$ cat src/rtl/gdas_pkg.sv
// ----------------------------------------------------------------------------
// gdas_pkg: shared types and constants for the date add/subtract block
// Field widths, status codes, register indexes, sequencer states and the
// month length table.
// ----------------------------------------------------------------------------
package gdas_pkg;

   localparam int DAY_W      = 5;
   localparam int MONTH_W    = 4;
   localparam int YEAR_W     = 14;
   localparam int COUNT_BITS = 16;
   localparam int STATUS_W   = 2;
   localparam int CSR_IDX_W  = 2;

   // y / 100 as (y * 5243) >> 19, exact for every 14-bit year
   localparam logic [12:0] RECIP_100   = 13'd5243;
   localparam int          RECIP_SHIFT = 19;
   localparam int          QUOT_W      = 8;

   localparam logic [STATUS_W-1:0] STATUS_OK       = 2'd0;
   localparam logic [STATUS_W-1:0] STATUS_BAD_DATE = 2'd1;
   localparam logic [STATUS_W-1:0] STATUS_RANGE    = 2'd2;

   localparam logic [CSR_IDX_W-1:0] CSR_YEAR_MIN = 2'd0;
   localparam logic [CSR_IDX_W-1:0] CSR_YEAR_MAX = 2'd1;

   localparam logic OP_ADD = 1'b0;
   localparam logic OP_SUB = 1'b1;

   localparam logic [MONTH_W-1:0] MONTH_JAN = 4'd1;
   localparam logic [MONTH_W-1:0] MONTH_DEC = 4'd12;
   localparam logic [DAY_W-1:0]   DEC_DAYS  = 5'd31;

   typedef enum logic [2:0] {
      ST_IDLE,
      ST_LEAP_Q,
      ST_LEAP_R,
      ST_CHECK,
      ST_STEP,
      ST_FINISH
   } gdas_state_type;

   typedef struct packed {
      logic [DAY_W-1:0]      day;
      logic [MONTH_W-1:0]    month;
      logic [YEAR_W-1:0]     year;
      logic [COUNT_BITS-1:0] count;
      logic                  done;
      logic                  year_change;
      logic                  overflow;
   } gdas_step_type;

   function automatic logic [DAY_W-1:0] month_len(input logic [MONTH_W-1:0] m,
                                                  input logic leap);
      logic [DAY_W-1:0] len;
      case (m)
         4'd1, 4'd3, 4'd5, 4'd7, 4'd8, 4'd10, 4'd12: len = 5'd31;
         4'd4, 4'd6, 4'd9, 4'd11:                    len = 5'd30;
         4'd2:                                       len = leap ? 5'd29 : 5'd28;
         default:                                    len = 5'd0;
      endcase
      return len;
   endfunction

endpackage

$ cat src/rtl/gdas_step.sv
// ----------------------------------------------------------------------------
// gdas_step: one month step of the date walk
// Shared add/compare unit: moves the working date forward or backward by
// at most one month and reports wrap, overflow and completion.
// ----------------------------------------------------------------------------
module gdas_step
   import gdas_pkg::*;
(
   input  logic                  op,
   input  logic [DAY_W-1:0]      day,
   input  logic [MONTH_W-1:0]    month,
   input  logic [YEAR_W-1:0]     year,
   input  logic [COUNT_BITS-1:0] count,
   input  logic                  leap,
   input  logic [YEAR_W-1:0]     year_min,
   input  logic [YEAR_W-1:0]     year_max,
   output gdas_step_type         step
);

   logic [DAY_W-1:0]      cur_len;
   logic [DAY_W-1:0]      prev_len;
   logic [COUNT_BITS:0]   reach;
   logic [DAY_W-1:0]      gap;
   logic [MONTH_W-1:0]    prev_month;

   assign cur_len    = month_len(month, leap);
   assign prev_month = month - MONTH_W'(1);
   assign prev_len   = month_len(prev_month, leap);
   assign reach      = {1'b0, count} + (COUNT_BITS+1)'(day);
   assign gap        = cur_len - day;

   always_comb begin
      step             = '0;
      step.day         = day;
      step.month       = month;
      step.year        = year;
      step.count       = count;
      if (op == OP_ADD) begin
         if (reach <= (COUNT_BITS+1)'(cur_len)) begin
            // lands inside this month
            step.day   = day + count[DAY_W-1:0];
            step.count = '0;
         end else begin
            step.count = count - COUNT_BITS'(gap);
            step.day   = '0;
            if (month == MONTH_DEC) begin
               step.month       = MONTH_JAN;
               step.year        = year + YEAR_W'(1);
               step.year_change = 1'b1;
               step.overflow    = (year >= year_max);
            end else begin
               step.month = month + MONTH_W'(1);
            end
         end
      end else begin
         if (count < COUNT_BITS'(day)) begin
            step.day   = day - count[DAY_W-1:0];
            step.count = '0;
         end else begin
            step.count = count - COUNT_BITS'(day);
            if (month == MONTH_JAN) begin
               step.month       = MONTH_DEC;
               step.year        = year - YEAR_W'(1);
               step.day         = DEC_DAYS;
               step.year_change = 1'b1;
               step.overflow    = (year <= year_min);
            end else begin
               step.month = prev_month;
               step.day   = prev_len;
            end
         end
      end
      step.done = (step.count == '0);
   end

endmodule

$ cat src/rtl/gregorian_date_add_sub_days.sv
// ----------------------------------------------------------------------------
// gregorian_date_add_sub_days: add or subtract a day count to a date
// Validates a Gregorian date against month lengths and the configured year
// window, then walks month by month to the resulting date.
// ----------------------------------------------------------------------------
//
//  channel  direction  tdata / data                          tuser
//  req      in         day, month, year, day_count           operation
//  rsp      out        result_day, result_month, result_year status
//  csr      in         csr_index, csr_data (write only)      -
//
//  A transaction runs the leap computation and the check, then walks the
//  months; every year boundary crossed recomputes leap through the reciprocal
//  multiplier before the walk resumes. The result is then loaded and the
//  sequencer returns to idle; a new request is taken only in idle.
//  The month step unit advances one month per cycle between year boundaries.
//  Reset clears the sequencer, the result valid flag and loads the year
//  window defaults 1902..2037. A stalled result sits in the output register
//  while the next request is accepted.
//
module gregorian_date_add_sub_days
   import gdas_pkg::*;
(
   input  logic                 clock,
   input  logic                 reset,
   input  logic                 req_tvalid,
   output logic                 req_tready,
   // day[4:0], month[8:5], year[22:9], day_count[38:23], zero[39]
   input  logic [39:0]          req_tdata,
   // operation[0]
   input  logic                 req_tuser,
   output logic                 rsp_tvalid,
   input  logic                 rsp_tready,
   // result_day[4:0], result_month[8:5], result_year[22:9], zero[23]
   output logic [23:0]          rsp_tdata,
   // status[1:0]
   output logic [STATUS_W-1:0]  rsp_tuser,
   input  logic                 csr_valid,
   output logic                 csr_ready,
   input  logic [CSR_IDX_W-1:0] csr_index,
   input  logic [YEAR_W-1:0]    csr_data
);

   gdas_state_type        state_ff, state_in;
   logic [YEAR_W-1:0]     year_min_ff, year_min_in;
   logic [YEAR_W-1:0]     year_max_ff, year_max_in;
   logic                  op_ff, op_in;
   logic [DAY_W-1:0]      day0_ff, day0_in;
   logic [MONTH_W-1:0]    month0_ff, month0_in;
   logic [YEAR_W-1:0]     year0_ff, year0_in;
   logic [DAY_W-1:0]      day_ff, day_in;
   logic [MONTH_W-1:0]    month_ff, month_in;
   logic [YEAR_W-1:0]     year_ff, year_in;
   logic [COUNT_BITS-1:0] count_ff, count_in;
   logic [QUOT_W-1:0]     quot_ff, quot_in;
   logic                  leap_ff, leap_in;
   logic                  checked_ff, checked_in;
   logic [STATUS_W-1:0]   status_ff, status_in;
   logic                  rsp_valid_ff, rsp_valid_in;
   logic [23:0]           rsp_data_ff, rsp_data_in;
   logic [STATUS_W-1:0]   rsp_user_ff, rsp_user_in;

   logic [YEAR_W+12:0]    prod;
   logic [YEAR_W:0]       hundreds;
   logic [YEAR_W-1:0]     rem100;
   logic                  leap_calc;
   logic                  date_ok;
   gdas_step_type         step;

   gdas_step u_step (
      .op       (op_ff),
      .day      (day_ff),
      .month    (month_ff),
      .year     (year_ff),
      .count    (count_ff),
      .leap     (leap_ff),
      .year_min (year_min_ff),
      .year_max (year_max_ff),
      .step     (step)
   );

   // leap rule: y % 4 from the low bits, y % 100 and y % 400 from the quotient
   assign prod      = (YEAR_W+13)'(year_ff) * (YEAR_W+13)'(RECIP_100);
   assign hundreds  = {{(YEAR_W+1-QUOT_W){1'b0}}, quot_ff} * (YEAR_W+1)'(100);
   assign rem100    = year_ff - hundreds[YEAR_W-1:0];
   assign leap_calc = (year_ff[1:0] == 2'b00) &&
                      ((rem100 != '0) || (quot_ff[1:0] == 2'b00));

   assign date_ok = (year_ff >= year_min_ff) && (year_ff <= year_max_ff) &&
                    (month_ff >= MONTH_JAN) && (month_ff <= MONTH_DEC) &&
                    (day_ff != '0) && (day_ff <= month_len(month_ff, leap_ff));

   assign req_tready = (state_ff == ST_IDLE);
   assign csr_ready  = 1'b1;
   assign rsp_tvalid = rsp_valid_ff;
   assign rsp_tdata  = rsp_data_ff;
   assign rsp_tuser  = rsp_user_ff;

   always_ff @(posedge clock) begin
      if (reset) begin
         state_ff     <= ST_IDLE;
         rsp_valid_ff <= 1'b0;
         year_min_ff  <= YEAR_W'(1902);
         year_max_ff  <= YEAR_W'(2037);
      end else begin
         state_ff     <= state_in;
         rsp_valid_ff <= rsp_valid_in;
         year_min_ff  <= year_min_in;
         year_max_ff  <= year_max_in;
      end
      op_ff       <= op_in;
      day0_ff     <= day0_in;
      month0_ff   <= month0_in;
      year0_ff    <= year0_in;
      day_ff      <= day_in;
      month_ff    <= month_in;
      year_ff     <= year_in;
      count_ff    <= count_in;
      quot_ff     <= quot_in;
      leap_ff     <= leap_in;
      checked_ff  <= checked_in;
      status_ff   <= status_in;
      rsp_data_ff <= rsp_data_in;
      rsp_user_ff <= rsp_user_in;
   end

   always_comb begin
      state_in     = state_ff;
      year_min_in  = year_min_ff;
      year_max_in  = year_max_ff;
      op_in        = op_ff;
      day0_in      = day0_ff;
      month0_in    = month0_ff;
      year0_in     = year0_ff;
      day_in       = day_ff;
      month_in     = month_ff;
      year_in      = year_ff;
      count_in     = count_ff;
      quot_in      = quot_ff;
      leap_in      = leap_ff;
      checked_in   = checked_ff;
      status_in    = status_ff;
      rsp_data_in  = rsp_data_ff;
      rsp_user_in  = rsp_user_ff;
      rsp_valid_in = rsp_valid_ff && !rsp_tready;

      // register writes; indexes beyond the list are dropped
      if (csr_valid) begin
         if (csr_index == CSR_YEAR_MIN) begin
            year_min_in = csr_data;
         end else if (csr_index == CSR_YEAR_MAX) begin
            year_max_in = csr_data;
         end
      end

      unique case (state_ff)
         ST_IDLE: begin
            if (req_tvalid) begin
               op_in      = req_tuser;
               day0_in    = req_tdata[4:0];
               month0_in  = req_tdata[8:5];
               year0_in   = req_tdata[22:9];
               day_in     = req_tdata[4:0];
               month_in   = req_tdata[8:5];
               year_in    = req_tdata[22:9];
               count_in   = req_tdata[23 +: COUNT_BITS];
               checked_in = 1'b0;
               status_in  = STATUS_OK;
               state_in   = ST_LEAP_Q;
            end
         end
         ST_LEAP_Q: begin
            // hold the quotient y / 100 for the remainder cycle
            quot_in  = prod[RECIP_SHIFT +: QUOT_W];
            state_in = ST_LEAP_R;
         end
         ST_LEAP_R: begin
            leap_in  = leap_calc;
            state_in = checked_ff ? ST_STEP : ST_CHECK;
         end
         ST_CHECK: begin
            checked_in = 1'b1;
            if (!date_ok) begin
               status_in = STATUS_BAD_DATE;
               state_in  = ST_FINISH;
            end else if (count_ff == '0) begin
               state_in = ST_FINISH;
            end else begin
               state_in = ST_STEP;
            end
         end
         ST_STEP: begin
            if (step.overflow) begin
               // year left the window: drop the walk, return the input date
               status_in = STATUS_RANGE;
               state_in  = ST_FINISH;
            end else begin
               day_in   = step.day;
               month_in = step.month;
               year_in  = step.year;
               count_in = step.count;
               if (step.done) begin
                  state_in = ST_FINISH;
               end else if (step.year_change) begin
                  state_in = ST_LEAP_Q;
               end
            end
         end
         ST_FINISH: begin
            // wait for the output register to free up
            if (!rsp_valid_ff || rsp_tready) begin
               rsp_valid_in = 1'b1;
               rsp_user_in  = status_ff;
               if (status_ff == STATUS_OK) begin
                  rsp_data_in = {1'b0, year_ff, month_ff, day_ff};
               end else begin
                  rsp_data_in = {1'b0, year0_ff, month0_ff, day0_ff};
               end
               state_in = ST_IDLE;
            end
         end
         default: begin
            state_in = ST_IDLE;
         end
      endcase
   end

   // an accepted request always starts with the leap computation
   a_start_leap: assert property (@(posedge clock) disable iff (reset)
      (req_tvalid && req_tready) |=> (state_ff == ST_LEAP_Q))
      else $error("request did not start the leap computation");

   // the walk never runs outside the configured year window
   a_step_in_window: assert property (@(posedge clock) disable iff (reset)
      (state_ff == ST_STEP) |->
         ((year_ff >= year_min_ff) && (year_ff <= year_max_ff)))
      else $error("month walk outside the year window");

   // the walk only visits real months
   a_step_month: assert property (@(posedge clock) disable iff (reset)
      (state_ff == ST_STEP) |-> ((month_ff >= MONTH_JAN) && (month_ff <= MONTH_DEC)))
      else $error("month walk on an invalid month");

   // a successful result is a real date
   a_ok_result: assert property (@(posedge clock) disable iff (reset)
      (rsp_valid_ff && (rsp_user_ff == STATUS_OK)) |->
         ((rsp_data_ff[4:0] != '0) && (rsp_data_ff[8:5] >= MONTH_JAN) &&
          (rsp_data_ff[8:5] <= MONTH_DEC)))
      else $error("ok status with an impossible date");

   // a finished transaction is loaded into the output register
   a_finish_load: assert property (@(posedge clock) disable iff (reset)
      ((state_ff == ST_FINISH) && (!rsp_valid_ff || rsp_tready)) |=>
         (rsp_valid_ff && (state_ff == ST_IDLE)))
      else $error("finished transaction not presented");

endmodule

$ cat config.mk
export PLATFORM = sky130hd
export DESIGN_NAME = gregorian_date_add_sub_days
export DESIGN_NICKNAME = d
export VERILOG_FILES = /design/src/rtl/gdas_pkg.sv /design/src/rtl/gdas_step.sv /design/src/rtl/gregorian_date_add_sub_days.sv
export SDC_FILE = /design/constraint.sdc
export NUM_CORES = 1
export LEC_CHECK = 0
export BUFFER_PORTS_ARGS = -buffer_cell sky130_fd_sc_hd__buf_4
export CAP_MARGIN = 20
export CORE_MARGIN = 5
export CORE_UTILIZATION = 63
export DETAILED_ROUTE_END_ITERATION = 10
export GPL_ROUTABILITY_DRIVEN = 1
export GPL_TIMING_DRIVEN = 0
export PLACE_DENSITY_LB_ADDON = 0.05
export REMOVE_ABC_BUFFERS = 1
export SYNTH_ARGS = -nofsm -noshare
export SYNTH_HDL_FRONTEND = slang
export SYNTH_SLANG_ARGS = --single-unit
export TNS_END_PERCENT = 100
$ cat constraint.sdc
create_clock -name clock -period 6.16 [get_ports clock]
set_clock_uncertainty 0.05 [all_clocks]
set_input_delay 0.616 -clock clock [delete_from_list [all_inputs] [get_ports clock]]
set_output_delay 0.616 -clock clock [all_outputs]
set_load 0.01 [all_outputs]
After elaboration in Yosys (flattened, before gate mapping). Index checks and enable logic that the tools add are counted.

Flip-flop bits (word level): 133. Output and inout port bits: 29. Logic and storage cells: 167.

$add $sub $neg: 11. Multiply operators: 2. Order comparisons: 9. Equality and inequality tests: 40. Muxes and demuxes: 49. Bitwise operators: 1. Reduce and logical (&&, ||, !) cells: 37.

Operator list (count): $mux W16 (4); $mux W14 (4); $eq A4 B4 Y1 const B (10); $mux W39 (1); $mux W18 (2); $eq A4 B3 Y1 const B (8); $logic_not A16 Y1 (2); $pmux W16 S2 (1); $sub A16 B5 Y16 (2); $pmux W5 S3 (2); $ge A14 B14 Y1 (2); $le A14 B14 Y1 (2); $pmux W14 S2 (1); $mul A14 B13 Y27 const B (1); $mux W23 (1); $mux W5 (4); $mux W3 (6); $pmux W3 S6 (1); $add A16 B5 Y17 (1); $le A17 B5 Y1 (1); $eq A4 B2 Y1 const B (4); $lt A16 B5 Y1 (1); $mux W2 (8); $add A14 B1 Y14 const B (1); other kinds (43) (79).

Logic depth before layout (Yosys ltp). Gate-level depths: netlist of the first run.

Depth in word-level cells: 11. Mapped depth: 23. Gate-level depth less buffers: 23.

Cells and area by module. Synthesis of the first run repeated with hierarchy kept, for this count alone.

Cell total of the unflattened synthesis: 1455. Area total of the unflattened synthesis: 13950.9 sq um.

Modules (own cells, without submodules): gregorian_date_add_sub_days (instances 1, cells each 915, area an instance 10287.4 sq um, seq. area each 3643.5 sq um); gdas_step (instances 1, cells each 540, area an instance 3663.5 sq um, seq. area each 0.0 sq um).

Least setup slack after synthesis of the first run. Ideal clock, no wire load.

Path kind: register to register. From: reg year_ff[5]. To: reg quot_ff[7], data pin. Arrival time: 4.862 ns. Required time: 5.850 ns. Slack: 0.989 ns. Cell stages (with the launch flop): 20. Period minus slack after synthesis: 5.171 ns. Path through: edfxtp_1 ha_1 inv_1 fa_1 fa_1 inv_1 ha_1 inv_1 fa_1 inv_1 ha_1 a211oi_1 nor2_1 a2111oi_0 o21ai_0 a31oi_1 o2111ai_1 o31a_1 a21oi_1 xnor2_1.

Word-level cells in the longest chain between the ends: 1.

Ends and longest elaborated chain: start: declaration (RTL line gregorian_date_add_sub_days.sv:53) `logic [YEAR_W-1:0] year_ff, year_in;`; start signal: assignment (RTL line gregorian_date_add_sub_days.sv:117) `year_ff <= year_in;`; $mul A14 B13 Y27 (RTL line gregorian_date_add_sub_days.sv:83) `assign prod = (YEAR_W+13)'(year_ff) * (YEAR_W+13)'(RECIP_100);`; via prod[26] (RTL line gregorian_date_add_sub_days.sv:63) `logic [YEAR_W+12:0] prod;`; end signal: assignment (RTL line gregorian_date_add_sub_days.sv:119) `quot_ff <= quot_in;`; end: declaration (RTL line gregorian_date_add_sub_days.sv:55) `logic [QUOT_W-1:0] quot_ff, quot_in;`.

The timed path passes the listed nets, and every way through them passes these cells. A chain may end at the register's enable or synchronous reset.

Final worst setup path of the first run.
From: reg year_ff[10]. To: reg quot_ff[7], data pin.

The elaborated chain is that of the path after synthesis.

==> results.py, run 1 <==
metrics = {
    "setup_path": {
        "cp-end-kind": "flip-flop",
        "reg2regPathDepth": 17,
        "r2r-start": "year_ff[10]$_DFFE_PP_",
        "crit_fanout": 11,
        "crit_path_start": "year_ff[10]$_DFFE_PP_",
        "worstSetupPathType": "flip-flop to flip-flop",
        "critPathLaunchType": "flip-flop",
        "worstPathArrival_ns": 5.97,
        "required_ns": 6.30,
    },
    "cts": {
        "cts_sinks": 132,
        "cts_hold_buf": 0,
        "cts_root_buf": "clkbuf_16",
        "path_clk_slew_ns": 0.07,
        "worstSkewPairLatency_ns": 0.44,
        "cts_buffers": 17,
        "cts_tree": "yes",
        "htree_levels": 4,
        "clock_path_buffers": 2,
    },
    "logic_synthesis": {
        "syn_area_per_cell_um2": 9.492,
        "synthArstFlopShare_pct": 0,
        "synthFlopType": "edfxtp_1",
        "synth-seq-area-share_pct": 27.98,
        "synth-seq-cells": 132,
        "synthCells": 1372,
        "ys_types": 85,
        "yosys_warnings": 0,
        "yosysTopAreaCellShare_pct": 23.06,
        "ys_top_cells_by_area": "edfxtp_1, ha_1, fa_1",
        "syn_area_um2": 13020,
        "yosys.area.top_type": "edfxtp_1",
        "synth_edf_count": 100,
    },
    "job": {
        "maxCapViolCount": 0,
    },
    "place": {
        "io_buffer_count": 87,
        "preCtsSetupSlack_ns": 0.02483,
        "gp_congestion": 0.9208,
        "place_hpwl_um": 23830,
    },
    "grt": {
        "track_usage_pct": 26.23,
        "grt_pass1_wl_um": 50110,
        "antenna_found_initial": 0,
        "grt_pass1_vias": 10210,
        "grt_max_degree": 43,
        "grt_overflow": 0,
    },
    "detailed_routing": {
        "routed_wl_um": 31740,
        "antenna_left": 0,
        "detail_route.first_pass.iterations": 6,
        "drt_iter0_markers": 669,
        "via_per_inst": 5.897,
        "wl_per_cell_um": 17.98,
        "drc": 0,
        "vias": 10410,
    },
    "sta": {
        "tns_ns": 0,
        "setup_viol": 0,
        "holdWs_ns": 0.3102,
        "rsz0062_at_grt": "false",
        "fin_crit_sh_pct": 94.77,
        "fin_ws_ns": 0.3223,
        "fmax_ghz": 0.1713,
        "period_needed_ns": 5.838,
        "hold_viol": 0,
        "timing.slew.headroom_pct": 32.58,
        "worst_pin_slew_ns": 1.005,
        "slew_violations": 0,
    },
    "die": {
        "die-area_um2": 23650,
        "row_count": 52,
        "die_x_um": 153.8,
        "ios": 91,
        "start_util_pct": 64.15,
        "core_area_um2": 20300,
        "die_h_um": 153.8,
    },
    "layout": {
        "area_growth_pct": 14.34,
        "multi_input_area_um2": 8447,
        "nFillCells": 1535,
        "drive_above_1_share_pct": 14.45,
        "regArea_um2": 3643,
        "n_antenna_cell": 0,
        "nNetsFinal": 1827,
        "final_core_utilization_pct": 73.35,
    },
    "worst_hold_path": {
        "min_from": "req_tuser",
        "hold_path_class": "input pin to flip-flop",
        "holdPathStages": 1,
    },
    "outcome": {
        "status": "completed",
    },
}
==> critical path, cell delays in order (launching register included) <==
cell       delay, ns
edfxtp_1        0.73
ha_1            0.46
inv_1           0.06
fa_1            0.53
inv_1           0.07
fa_1            0.50
inv_1           0.05
fa_1            0.48
fa_1            0.55
inv_1           0.04
ha_1            0.20
a2111oi_0       0.37
o21ai_0         0.31
a31oi_2         0.36
o2111ai_1       0.24
o31a_1          0.32
a21oi_1         0.19
xnor2_1         0.08
==> cell families (layout without fill, tap and decap cells) <==
family                   Yosys count  after routing  share of synthesized area (%)
adder cells (fa/ha/maj)          283            283                          31.34
multiplexers                      28             28                          2.373
XOR/XNOR                          59             59                          3.968
AO/OA/AOI/OAI                    280            280                          14.10
buffers and inverters            244            367                          7.302
other                              2              2                        0.05767
flip-flops                       132            132                          27.98
AND/OR/NAND/NOR                  344            344                          12.87
==> state kept, by name, indices dropped and copies added (netlist names) <==
register	flops
rsp_tdata	23
count_ff	16
year0_ff	14
year_ff	14
year_max_ff	14
year_min_ff	14
quot_ff	8
day0_ff	5
day_ff	5
month0_ff	4
month_ff	4
state_ff	3
rsp_tuser	2
status_ff	2
checked_ff	1
leap_ff	1
op_ff	1
rsp_tvalid	1
==> layout by cell type, fill, tap and decap left out, types with 12 or more instances in the layout <==
cell type / instances
o211ai_1: 19
nand2_1: 102
nor3_1: 22
a21oi_1: 81
edfxtp_1: 100
fa_1: 72
nor2b_1: 15
dfxtp_1: 32
inv_1: 199
ha_1: 211
o21ai_0: 61
xnor2_1: 32
clkbuf_16: 17
xor2_1: 27
a21o_1: 19
nand3_1: 33
buf_4: 125
nor2_1: 88
nand2b_1: 15
mux2_2: 23
nor4_1: 12
==> cell usage after synthesis (10+ instances only) <==
master and n:
inv_1 200, nand3_1 33, fa_1 72, nor2b_1 15, xnor2_1 32, a21o_1 19
dfxtp_1 32, nand2_1 103, o211ai_1 19, edfxtp_1 100, nor3_1 22, nor2_1 90
a21oi_1 81, nor4_1 12, buf_2 10, mux2_2 23, o21ai_0 61, clkbuf_1 26
nand2b_1 15, xor2_1 27, ha_1 211
==> layout make-up <==
class	count	share of cell area (%)
clock buffers	17	2.857
clock inverters	15	1.202
inverters	202	5.118
multi-input cells	996	56.73
flip-flops and latches	132	24.47
well taps	270	2.269
repair buffers	133	7.353
==> what timing repair did <==
action / CTS / global route
setup buffers: 1 / 38
resized for setup: 0 / 2
endpoints found under the setup margin: 1 / 24
==> metrics by stage <==
stage	cells	instance area, um2
after floorplan	1330	12830
after global placement	1687	13820
after detailed placement	1694	13960
after CTS	1727	14570
after global routing	1765	14890
final	1765	14890
==> per-layer routing <==
metal  global-route usage, %  part of all wire [%]
met5                       0                     0
met4                   8.915                   2.4
met3                   4.075                   5.2
met2                   44.27                    49
met1                   34.66                    44
==> path summary, 6_finish.rpt <==
kind / endpoint / slack, ns
setup reg to reg: quot_ff[7]$_DFFE_PP_ / 0.32
setup / recovery: quot_ff[7]$_DFFE_PP_ / 0.32
hold / removal: op_ff$_DFFE_PP_ / 0.31
hold reg to reg: year_max_ff[13]$_SDFFE_PP0P_ / 0.40
Power of run 1 is not shown: default switching activity piles up to over one toggle a cycle in this logic, so the estimate is an artifact.
==> run 2: changes to the inputs <==
--- a/config.mk
+++ b/config.mk
@@ -13,6 +13,7 @@
 export GPL_ROUTABILITY_DRIVEN = 1
 export GPL_TIMING_DRIVEN = 0
 export PLACE_DENSITY_LB_ADDON = 0.05
+export RECOVER_POWER = 100
 export REMOVE_ABC_BUFFERS = 1
 export SYNTH_ARGS = -nofsm -noshare
 export SYNTH_HDL_FRONTEND = slang
==> results.py, run 2 (synthesis gave the netlist of run 1 again) <==
metrics = {
    "outcome": {
        "status": "finished, violations left",
        "violations": "max-capacitance violations, max-slew violations",
    },
    "setup_path": {
        "cp-end-kind": "flip-flop",
        "crit_fanout": 11,
        "rr_endpoint": "quot_ff[7]$_DFFE_PP_",
        "reg2regPathDepth": 17,
        "critPathLaunchType": "flip-flop",
        "reg2reg_slack_ns": 0.32,
        "required_ns": 6.30,
        "worstSetupPathType": "flip-flop to flip-flop",
        "r2r-start": "year_ff[10]$_DFFE_PP_",
        "crit_path_start": "year_ff[10]$_DFFE_PP_",
        "crit_end": "quot_ff[7]$_DFFE_PP_",
        "worstPathArrival_ns": 5.97,
    },
    "detailed_routing": {
        "antenna_left": 0,
        "routed_wl_um": 31800,
        "drt_iter0_markers": 739,
        "wl_per_cell_um": 18.01,
        "detail_route.first_pass.iterations": 7,
        "vias": 10400,
        "via_per_inst": 5.890,
        "drc": 0,
    },
    "layout": {
        "nFillCells": 1607,
        "mostFrequentLayoutCell": "ha_1",
        "n_antenna_cell": 0,
        "nNetsFinal": 1827,
        "drive_above_1_share_pct": 10.84,
        "area_growth_pct": 12.48,
        "final_area_um2": 14650,
        "largest_reg_flops": 23,
        "final_cell_mix": "ha_1, inv_1, nand2_1",
    },
    "worst_hold_path": {
        "holdPathStages": 1,
        "hold_path_class": "input pin to flip-flop",
    },
    "cts": {
        "worstSkewPairLatency_ns": 0.44,
        "path_clk_slew_ns": 0.07,
        "cts_buffers": 17,
        "htree_levels": 4,
        "cts_tree": "yes",
        "cts_root_buf": "clkbuf_16",
        "cts_hold_buf": 0,
        "cts_sinks": 132,
        "clock_path_buffers": 2,
    },
    "sta": {
        "period_needed_ns": 5.835,
        "fin_ws_ns": 0.3250,
        "hold_viol": 0,
        "rsz0062_at_grt": "false",
        "timing.slew.headroom_pct": -12.77,
        "worst_pin_slew_ns": 1.692,
        "setup_viol": 0,
        "fin_crit_sh_pct": 94.72,
        "slew_violations": 43,
        "fmax_ghz": 0.1714,
        "tns_ns": 0,
    },
    "place": {
        "gp_congestion": 0.9208,
        "preCtsSetupSlack_ns": 0.02483,
        "io_buffer_count": 87,
        "place_hpwl_um": 23830,
        "placed_cell_area_um2": 13960,
    },
    "die": {
        "row_count": 52,
        "die-area_um2": 23650,
        "start_util_pct": 64.15,
        "ios": 91,
        "core_area_um2": 20300,
        "die_x_um": 153.8,
        "die_h_um": 153.8,
    },
    "grt": {
        "grt_pass1_vias": 10210,
        "grt_overflow": 0,
        "grt_pass1_wl_um": 50110,
        "track_usage_pct": 26.23,
        "grt_max_degree": 43,
        "antenna_found_initial": 0,
    },
    "job": {
        "maxCapViolCount": 1,
    },
}
==> run 2: changes by cell type in the layout (fill, tap and decap cells not counted), sizes merged <==
cell and change:
buf -58, clkbuf +58
==> run 2: area by class of cell <==
type / instances / area [um2] / share of cell area, %
clock buffer: 17 / 425.4 / 2.904
clock inverter: 15 / 178.9 / 1.221
inverter: 202 / 762.0 / 5.202
multi-input combinational: 996 / 8429 / 57.55
sequential: 132 / 3643 / 24.87
tap: 270 / 337.8 / 2.306
timing repair buffer: 133 / 870.8 / 5.945
==> run 2: per-layer routing <==
| layer | routed length, um | global-route usage, % | vias up |
|---|---|---|---|
| li1 | - | - | 5018 |
| met1 | 14000 | 34.66 | 5020 |
| met2 | 15300 | 44.27 | 296 |
| met3 | 1687 | 4.075 | 61 |
| met4 | 811 | 8.915 | 0 |
| met5 | 0 | 0 | - |
==> run 2: stage by stage <==
| step | std cells | util, % | hold slack (ns) |
|---|---|---|---|
| floorplan | 1330 | - | 0.3772 |
| global placement | 1687 | 68.08 | 0.3948 |
| detailed placement | 1694 | 68.76 | 0.3992 |
| CTS | 1727 | 71.77 | 0.2995 |
| global route | 1765 | 72.16 | 0.3204 |
| finish | 1765 | 72.16 | 0.3315 |
==> run 2: what timing repair did <==
action                                  CTS  global route
gates cloned                              0             0
gates resized for setup                   0             2
endpoints found under the setup margin    1            24
endpoints found under the hold margin     0             0
buffers inserted                          1            38
==> run 2: how the worst min path moves through the flow <==
stage / slack (ns) / end / start
after floorplan: 0.38 / rsp_tuser[1]$_DFFE_PP_ / status_ff[1]$_DFFE_PP_
after global placement: 0.39 / year_max_ff[1]$_SDFFE_PP0P_ / year_max_ff[1]$_SDFFE_PP0P_
after detailed placement: 0.40 / year_max_ff[13]$_SDFFE_PP0P_ / year_max_ff[13]$_SDFFE_PP0P_
after CTS: 0.30 / op_ff$_DFFE_PP_ / req_tuser
after global routing: 0.32 / op_ff$_DFFE_PP_ / req_tuser
final: 0.33 / op_ff$_DFFE_PP_ / req_tuser
==> run 2: worst max-delay path, stage by stage, from the launching register on <==
cell       delay [ns]
edfxtp_1         0.73
ha_1             0.47
inv_1            0.06
fa_1             0.53
inv_1            0.07
fa_1             0.50
inv_1            0.05
fa_1             0.48
fa_1             0.55
inv_1            0.04
ha_1             0.20
a2111oi_0        0.36
o21ai_0          0.30
a31oi_2          0.36
o2111ai_1        0.24
o31a_1           0.32
a21oi_1          0.18
xnor2_1          0.08
Power of run 2 is left out for the same reason.
